### src/hw/rtl/pwt_pkg.sv
`timescale 1ns / 1ps
// ----------------------------------------------------------------------------
// pwt_pkg: shared types and constants of the punctuation word tokenizer
// Token kinds, the characters the tokenizer reacts to and the token record.
// ----------------------------------------------------------------------------
package pwt_pkg;

  typedef enum logic [2:0] {
    KIND_IDENT  = 3'd0,
    KIND_LBRACE = 3'd1,
    KIND_RBRACE = 3'd2,
    KIND_EQUALS = 3'd3,
    KIND_INT    = 3'd4,
    KIND_SEMI   = 3'd5,
    KIND_QUEST  = 3'd6
  } kind_t;

  localparam logic [7:0] CH_LBRACE  = 8'h7B;
  localparam logic [7:0] CH_RBRACE  = 8'h7D;
  localparam logic [7:0] CH_EQUALS  = 8'h3D;
  localparam logic [7:0] CH_SEMI    = 8'h3B;
  localparam logic [7:0] CH_QUEST   = 8'h3F;
  localparam logic [7:0] CH_SPACE   = 8'h20;
  localparam logic [7:0] CH_NEWLINE = 8'h0A;
  localparam logic [7:0] CH_ZERO    = 8'h30;
  localparam logic [7:0] CH_NINE    = 8'h39;

  localparam logic [15:0] COUNT_MAX = 16'hFFFF;

  // Result queue geometry.
  localparam int unsigned FIFO_DEPTH = 4;
  localparam int unsigned FIFO_AW    = 2;
  localparam int unsigned FIFO_CW    = 3;

  typedef struct packed {
    kind_t       kind;
    logic [15:0] row;
    logic [15:0] column;
    logic [7:0]  length;
    logic        last;
  } token_t;

endpackage

### src/hw/rtl/punctuation_word_tokenizer_top.sv
`timescale 1ns / 1ps
// ----------------------------------------------------------------------------
// punctuation_word_tokenizer_top: byte-serial word and punctuation tokenizer
// Splits a byte stream into identifier, integer and punctuation tokens that
// carry row, start column and length.
// ----------------------------------------------------------------------------
// A token is registered into the result queue when its byte is taken.
// Throughput: one byte per cycle while in_tready is high; a byte that ends a
// word and is itself a punctuation mark writes two tokens, and the four-entry
// result queue lowers in_tready while it holds more than two tokens.
// Reset (synchronous, rst_n low): row 1, column 0, no pending word, queue empty.
// ----------------------------------------------------------------------------
module punctuation_word_tokenizer_top #(
  parameter int unsigned MAX_WORD = 255
) (
  input  logic        clk,
  input  logic        rst_n,
  // Input channel. in_tdata: [7:0] source_byte.
  input  logic        in_tvalid,
  output logic        in_tready,
  input  logic [7:0]  in_tdata,
  // Result channel.
  output logic        out_tvalid,
  input  logic        out_tready,
  // out_tdata: [15:0] token_row, [31:16] token_column, [39:32] token_length.
  output logic [39:0] out_tdata,
  // out_tuser: [2:0] token_kind.
  output logic [2:0]  out_tuser,
  // out_tlast: last_of_run, set on the final token caused by one byte.
  output logic        out_tlast
);
  import pwt_pkg::*;

  // Width of the pending word length counter.
  localparam int unsigned WLW = $clog2(MAX_WORD + 1);

  // Tokenizer state.
  logic [15:0]    row_r,  row_nxt;
  logic [15:0]    col_r,  col_nxt;
  logic [WLW-1:0] wlen_r, wlen_nxt;
  logic           digits_r, digits_nxt;

  // Result queue: small register array with a write pointer that can take two
  // words per cycle and a read pointer that drains one.
  token_t               fifo_r [FIFO_DEPTH];
  logic [FIFO_AW-1:0]   wr_ptr_r, wr_ptr_nxt;
  logic [FIFO_AW-1:0]   rd_ptr_r, rd_ptr_nxt;
  logic [FIFO_CW-1:0]   count_r,  count_nxt;

  logic        accept;
  logic        pop;
  logic [15:0] col_inc;
  logic [15:0] word_start;
  logic        is_newline, is_space, is_punct, is_digit, pending;
  kind_t       punct_kind;
  token_t      word_tok, punct_tok, entry0, entry1;
  logic [1:0]  n_wr;

  // Room for two words keeps the worst case byte from overflowing the queue.
  assign in_tready  = (count_r <= FIFO_CW'(FIFO_DEPTH - 2));
  assign accept     = in_tvalid && in_tready;
  assign out_tvalid = (count_r != '0);
  assign pop        = out_tvalid && out_tready;

  // Classify the byte.
  always_comb begin
    is_newline = (in_tdata == CH_NEWLINE);
    is_space   = (in_tdata == CH_SPACE);
    is_digit   = (in_tdata >= CH_ZERO) && (in_tdata <= CH_NINE);
    is_punct   = 1'b1;
    punct_kind = KIND_IDENT;
    unique case (in_tdata)
      CH_LBRACE: punct_kind = KIND_LBRACE;
      CH_RBRACE: punct_kind = KIND_RBRACE;
      CH_EQUALS: punct_kind = KIND_EQUALS;
      CH_SEMI:   punct_kind = KIND_SEMI;
      CH_QUEST:  punct_kind = KIND_QUEST;
      default:   is_punct   = 1'b0;
    endcase
  end

  // Column moves before anything else; the word start is measured back from
  // the new column and clamps at zero when the word crossed a newline.
  assign col_inc    = (col_r != COUNT_MAX) ? col_r + 16'd1 : col_r;
  assign pending    = (wlen_r != '0);
  assign word_start = (col_inc > 16'(wlen_r)) ? col_inc - 16'(wlen_r) : 16'd0;

  always_comb begin
    word_tok.kind   = digits_r ? KIND_INT : KIND_IDENT;
    word_tok.row    = row_r;
    word_tok.column = word_start;
    word_tok.length = 8'(wlen_r);
    word_tok.last   = is_space;

    punct_tok.kind   = punct_kind;
    punct_tok.row    = row_r;
    punct_tok.column = col_inc;
    punct_tok.length = 8'd1;
    punct_tok.last   = 1'b1;
  end

  // Next state and the tokens this byte produces.
  always_comb begin
    row_nxt    = row_r;
    col_nxt    = col_r;
    wlen_nxt   = wlen_r;
    digits_nxt = digits_r;
    n_wr       = 2'd0;
    entry0     = word_tok;
    entry1     = punct_tok;
    if (accept) begin
      col_nxt = col_inc;
      priority if (is_newline) begin
        // A newline keeps the pending word open.
        if (row_r != COUNT_MAX) begin
          row_nxt = row_r + 16'd1;
        end
        col_nxt = 16'd0;
      end else if (is_space) begin
        if (pending) begin
          n_wr = 2'd1;
        end
        wlen_nxt   = '0;
        digits_nxt = 1'b1;
      end else if (is_punct) begin
        if (pending) begin
          n_wr = 2'd2;
        end else begin
          n_wr   = 2'd1;
          entry0 = punct_tok;
        end
        wlen_nxt   = '0;
        digits_nxt = 1'b1;
      end else begin
        if (!is_digit) begin
          digits_nxt = 1'b0;
        end
        if (wlen_r < WLW'(MAX_WORD)) begin
          wlen_nxt = wlen_r + WLW'(1);
        end
      end
    end
  end

  // Queue pointers.
  always_comb begin
    wr_ptr_nxt = wr_ptr_r + FIFO_AW'(n_wr);
    rd_ptr_nxt = pop ? rd_ptr_r + FIFO_AW'(1) : rd_ptr_r;
    count_nxt  = count_r + FIFO_CW'(n_wr) - FIFO_CW'(pop);
  end

  always_ff @(posedge clk) begin
    if (!rst_n) begin
      row_r    <= 16'd1;
      col_r    <= 16'd0;
      wlen_r   <= '0;
      digits_r <= 1'b1;
      wr_ptr_r <= '0;
      rd_ptr_r <= '0;
      count_r  <= '0;
    end else begin
      row_r    <= row_nxt;
      col_r    <= col_nxt;
      wlen_r   <= wlen_nxt;
      digits_r <= digits_nxt;
      wr_ptr_r <= wr_ptr_nxt;
      rd_ptr_r <= rd_ptr_nxt;
      count_r  <= count_nxt;
    end
  end

  // Queue storage carries payload only.
  always_ff @(posedge clk) begin
    if (n_wr != 2'd0) begin
      fifo_r[wr_ptr_r] <= entry0;
    end
    if (n_wr == 2'd2) begin
      fifo_r[wr_ptr_r + FIFO_AW'(1)] <= entry1;
    end
  end

  token_t head;
  assign head      = fifo_r[rd_ptr_r];
  assign out_tdata = {head.length, head.column, head.row};
  assign out_tuser = head.kind;
  assign out_tlast = head.last;

endmodule

### config.mk
export PLATFORM = sky130hd
export DESIGN_NAME = punctuation_word_tokenizer_top
export DESIGN_NICKNAME = d
export VERILOG_FILES = /design/src/hw/rtl/pwt_pkg.sv /design/src/hw/rtl/punctuation_word_tokenizer_top.sv
export SDC_FILE = /design/constraint.sdc
export NUM_CORES = 1
export LEC_CHECK = 0
export BUFFER_PORTS_ARGS = -buffer_cell sky130_fd_sc_hd__buf_2
export CORE_MARGIN = 5
export CORE_UTILIZATION = 55
export DETAILED_ROUTE_END_ITERATION = 6
export HOLD_SLACK_MARGIN = 0.15
export MAX_ROUTING_LAYER = met4
export PLACE_DENSITY = 0.73
export SLEW_MARGIN = 10
export SYNTH_ARGS = -nofsm -noshare
export SYNTH_HDL_FRONTEND = slang
export SYNTH_SLANG_ARGS = --single-unit
### constraint.sdc
create_clock -name clk -period 8.46 [get_ports clk]
set_input_delay 0.423 -clock clk [delete_from_list [all_inputs] [get_ports clk]]
set_output_delay 0.423 -clock clk [all_outputs]
set_load 0.01 [all_outputs]
### Word level (Yosys, flattened, before mapping)

Memory sizes are Yosys's and may differ from the RTL's. A register that Yosys moved wholly into a read port is not among the register bits.
Cells that the tools add are included.

| storage, ports and cells | value |
|---|---|
| flip-flop bits (word level) | 48 |
| bits in writable memories | 176 |
| output and inout port bits | 46 |
| word-level logic and storage cells | 74 |
| memories kept | 1 |

| operators by class | value |
|---|---|
| $add $sub $neg | 9 |
| order comparisons | 5 |
| eq/ne operators | 11 |
| mux-type cells | 29 |
| bitwise gates (word level) | 1 |
| reduce and logical (&&, ||, !) cells | 11 |

Memories:

| memory | depth | width | rd ports | clocked after Yosys merged registers in | write ports | RTL line | source |
|---|---|---|---|---|---|---|---|
| fifo_r | 4 | 44 | 1 | 1 | 2 | punctuation_word_tokenizer_top.sv:45 | `token_t fifo_r [FIFO_DEPTH];` |

Operators with widths:

| cell | count |
|---|---|
| 44-bit 2-to-1 mux | 5 |
| 16-bit 2-to-1 mux | 3 |
| 16-bit by 1-bit adder with 16-bit output (second input constant) | 2 |
| 8-bit by 6-bit == test with 1-bit output (second input constant) | 4 |
| 16-bit != test (second input constant) | 2 |
| 8-bit 2-to-1 mux | 3 |
| 8-bit by 7-bit == test with 1-bit output (second input constant) | 2 |
| 16-bit by 8-bit greater-than comparator with 1-bit output | 1 |
| 16-bit by 8-bit subtractor with 16-bit output | 1 |
| 3-bit one-hot mux with 5 select lines | 1 |
| 2-bit 2-to-1 mux | 7 |
| 1-bit 2-to-1 mux | 9 |
| 3-bit AND reduction | 3 |
| 8-bit by 1-bit adder with 8-bit output (second input constant) | 1 |
| 8-bit by 4-bit == test with 1-bit output (second input constant) | 1 |
| 8-bit by 6-bit greater-or-equal comparator with 1-bit output (second input constant) | 1 |
| 8-bit by 6-bit less-or-equal comparator with 1-bit output (second input constant) | 1 |
| 8-bit < comparator (second input constant) | 1 |
| 8-bit nonzero test | 1 |
| 3-bit nonzero test | 2 |
| 5-bit OR reduction | 1 |
| 2-bit by 1-bit adder with 2-bit output (second input constant) | 2 |
| 3-bit by 2-bit adder with 3-bit output | 1 |
| 3-bit by 2-bit less-or-equal comparator with 1-bit output (second input constant) | 1 |
| other kinds (8) | 10 |

### Logic depth before layout (Yosys ltp)

| logic depth | value |
|---|---|
| depth after elaboration | 10 |
| mapped depth | 19 |

### Worst setup path before layout

Ideal clock, no wire load.

| timing | value |
|---|---|
| path type | register -> register |
| from | reg col_r[0] |
| to | mem fifo_r[0][18] (netlist bit), data pin |
| data arrival time | 4.068 ns |
| required time | 8.182 ns |
| setup slack | 4.114 ns |
| cell stages (with the launch flop) | 20 |
| period minus slack after synthesis | 4.346 ns |
| path through | dfxtp_1 -> ha_1 -> nand3_1 -> nor3_2 -> nand2_1 -> buf_2 -> xnor2_1 -> ha_1 -> inv_1 -> fa_1 -> a21o_1 -> a221oi_1 -> a21o_1 -> o21ai_0 -> or3_1 -> buf_2 -> or2_1 -> buf_6 -> nand3_4 -> o22ai_1 |

RTL lines:

| element | RTL line | source |
|---|---|---|
| start: declaration | punctuation_word_tokenizer_top.sv:39 | `logic [15:0] col_r, col_nxt;` |
| start signal: assignment | punctuation_word_tokenizer_top.sv:163 | `col_r <= col_nxt;` |
| end: declaration | punctuation_word_tokenizer_top.sv:45 |  |

==> summary.txt <==
Status
  • Status: completed

Floorplanning
  • Die Y: 152.6 um
  • Row count: 52
  • Starting Density: 0.5564
  • Ports: 58
  • Area of the die: 0.02329 mm2
  • Die width: around 150 um
  • Core ar.: approximately 0.020 mm2

Yosys
  • Synthesized Nets: 1016
  • Mapped Area: approximately 0.011 mm2
  • Post-synth ARST share: 0
  • Avg Cell Area, Syn: between 10 and 15 um2
  • Syn Inst Count: 986
  • Synth cell types: between 70 and 80
  • Sequential share of the synthesized area: 0.5297
  • Number of flops mapped to enable cells by yosys: 140
  • Main synth FF type: edfxtp_1
  • #FFs+latches synth: about 230
  • Synth Warn #: 0

Timing
  • Max Fclk: around 0.19 GHz
  • Min Hold Slack: between 300 and 400 ps
  • Fin Setup TNS: 0 ps
  • RSZ-0062 raised after global routing: false
  • Fin crit period: between 5000 and 6000 ps
  • Slew @ Worst Pin: roughly 1200 ps
  • Final period utilization: 0.6260
  • Max_slew headroom: 0.1901
  • Hold Vio Cnt, Final: 0
  • Max Slew Vio Count: 0
  • Skew final: 11.20 ps
  • Setup Viol. Count Final: 0

Pwr
  • Pwr dens: between 200 and 250 mW/mm2
  • Maximum vdd ir drop: about 0.22 mV
  • Leakage power: 0.004385 uW

Critical path
  • Crit-path leading delay family: simple AND/OR/NAND/NOR gates
  • Crit Path Class: flop to flop
  • RR Startpoint: col_r[0]
  • CP startpoint: col_r[0]
  • Bufs and invs on worst path: 1
  • Critical Path Slowest Stage Cell: a221oi_1
  • CP endpoint kind: flop
  • Crit path largest cell delay: roughly 550 ps
  • Max FO, Critical Path: 11
  • CP required: approximately 8700 ps
  • Crit path DAT: ~5500 ps
  • Startpoint Class: flop
  • Sequence of cells on the critical path: ha_1 -> nand3_1 -> nor3_2 -> nand2_1 -> xnor2_1 -> ha_1 -> inv_1 -> fa_1 -> a21o_1 -> a221oi_1 -> a21o_1 -> o21ai_0 -> or3_1 -> or2_1 -> nand3_4 -> o22ai_1

Placement
  • Dpl hpwl: roughly 17000 um
  • Routability cong.: ~0.95
  • IO Port Bufs: 57

Final layout
  • Inserted Diodes: 0
  • Area growth from synthesis to layout: 11.81%
  • Layout Nets: between 1k and 1.5k
  • Fill count: 1581
  • Fraction of layout instances using a drive strength above 1: 0.1771
  • Commonest non-fill, non-tap cell in the layout: edfxtp_1
  • Most frequent cells in the layout: edfxtp_1, nand2_1, and2_1, dfxtp_1

GRT
  • Initial antenna violation count: 0
  • Pin count of the biggest net entering global routing: between 50 and 60
  • Grt ovf: 0
  • Overall Global Routing Usage: 0.2357
  • First-pass GRT wire length: between 40000 and 50000 um
  • Vias in the first global route: approximately 7.7k

Clocking
  • Clk sink count: ~230
  • # hold bufs at CTS: 0
  • # resized after CTS: 0
  • H-tree depth: 1
  • CTS buffer count: 25
  • CTS tree: yes
  • Clock transition at the registers of the reported paths: 70 ps
  • Worst-skew pair later-pin latency: between 500 and 600 ps
  • Root cell of the clock tree: clkbuf_16
  • Maximum root-to-sink buffer count: 3
  • Post-CTS setup buffers: 0

Hold path
  • Min-delay worst type: primary input to flop
  • Min-Delay Startpoint: in_tdata[6]

Routing
  • Via Count: 7806
  • Vias/cell: about 6.0
  • Drt drc: 0
  • Drt initial violations: approximately 660
  • DR pass1 iterations: 7
  • WL per Instance: approximately 20 um
  • DRT antenna net count: 0
  • Routed wire length: 26550 um

Flow run
  • Max cap viols: 0
==> area by class of cell <==
class | instances | area (um2) | area share
multi-input cells | 675 | 4918 | 0.3932
repair buffers | 66 | 352.8 | 0.02821
clock inverters | 10 | 143.9 | 0.01150
clock buffers | 36 | 726.9 | 0.05812
flip-flops and latches | 226 | 5931 | 0.4741
inverters | 26 | 97.59 | 0.007802
well taps | 270 | 337.8 | 0.02701
==> path summary, 6_finish.rpt <==
| check | endpoint | slack, ps | cells after the start |
|---|---|---|---|
| max reg2reg | fifo_r[0][18] | 3160 | 16 |
| min reg2reg | fifo_r[3][7] | 450 | 2 |
| max | fifo_r[0][18] | 3160 | 16 |
| min | digits_r | 380 | 4 |
==> layer usage <==
layer,global-route usage,wire length [um],up-vias
li1,-,-,3691
met1,0.3389,11980,3764
met2,0.3551,11970,302
met3,0.03465,1989,49
met4,0.06322,609,0
met5,-,0,-
==> cells in the mapped netlist (6+ instances only) <==
cell	n	area share
a21oi_1	34	0.015
and2_1	98	0.055
xnor2_1	30	0.023
o21ai_1	12	0.0054
nor2_1	57	0.019
buf_2	16	0.0072
mux2i_1	7	0.0063
clkbuf_1	33	0.011
nand3_1	32	0.014
and3_1	8	0.0045
ha_1	16	0.018
dfxtp_1	86	0.15
xor2_1	11	0.0086
a21o_1	7	0.0047
mux4_2	44	0.089
nand2b_1	6	0.0034
o21ai_0	36	0.016
a21boi_0	7	0.0047
nand2_1	102	0.034
inv_1	23	0.0077
o211ai_1	6	0.0040
or3_1	9	0.0050
buf_1	8	0.0027
nor2b_1	10	0.0056
o22ai_1	55	0.031
nand4_1	15	0.0084
edfxtp_1	140	0.38
==> cells by family (layout without fill, tap and decap cells) <==
kind of cell	count (synthesis)	in the layout	synth area share
compound gates	183	183	0.1017
xor+xnor	41	41	0.03210
fa+ha+maj	18	18	0.02147
buf+inv	85	138	0.03132
flops	226	226	0.5297
mux	52	52	0.09585
simple gates	381	381	0.1879
==> per-stage QoR <==
step | cell area (um2) | util | setup WS (ps) | cells | total power, uW
floorplan | 11190 | - | 4114 | 986 | 1644
global placement | 11640 | 0.5789 | 3473 | 1263 | 1777
detailed placement | 11640 | 0.5789 | 3245 | 1263 | 1782
CTS | 12510 | 0.6222 | 3220 | 1309 | 2912
global route | 12510 | 0.6222 | 2799 | 1309 | 3019
finish | 12510 | 0.6222 | 3164 | 1309 | 2888
==> sequential cells by signal, summed over array words and instances (netlist names), named ones only <==
signal / flops
col_r: 16
count_r: 3
digits_r: 1
fifo_r: 176
rd_ptr_r: 2
row_r: 16
wlen_r: 8
wr_ptr_r: 2
==> power breakdown <==
group | total, uW | internal (uW) | switching, uW
registers | 1260 | 1180 | 77.9
clock network | 1130 | 691 | 442
logic | 496 | 239 | 257
total | 2890 | 2110 | 777
==> worst min-delay path: stages <==
cell      delay, ps
buf_2           140
nor3_1           70
o21ai_0         160
nand2b_1         50
Power figures use the tool's default switching activity.
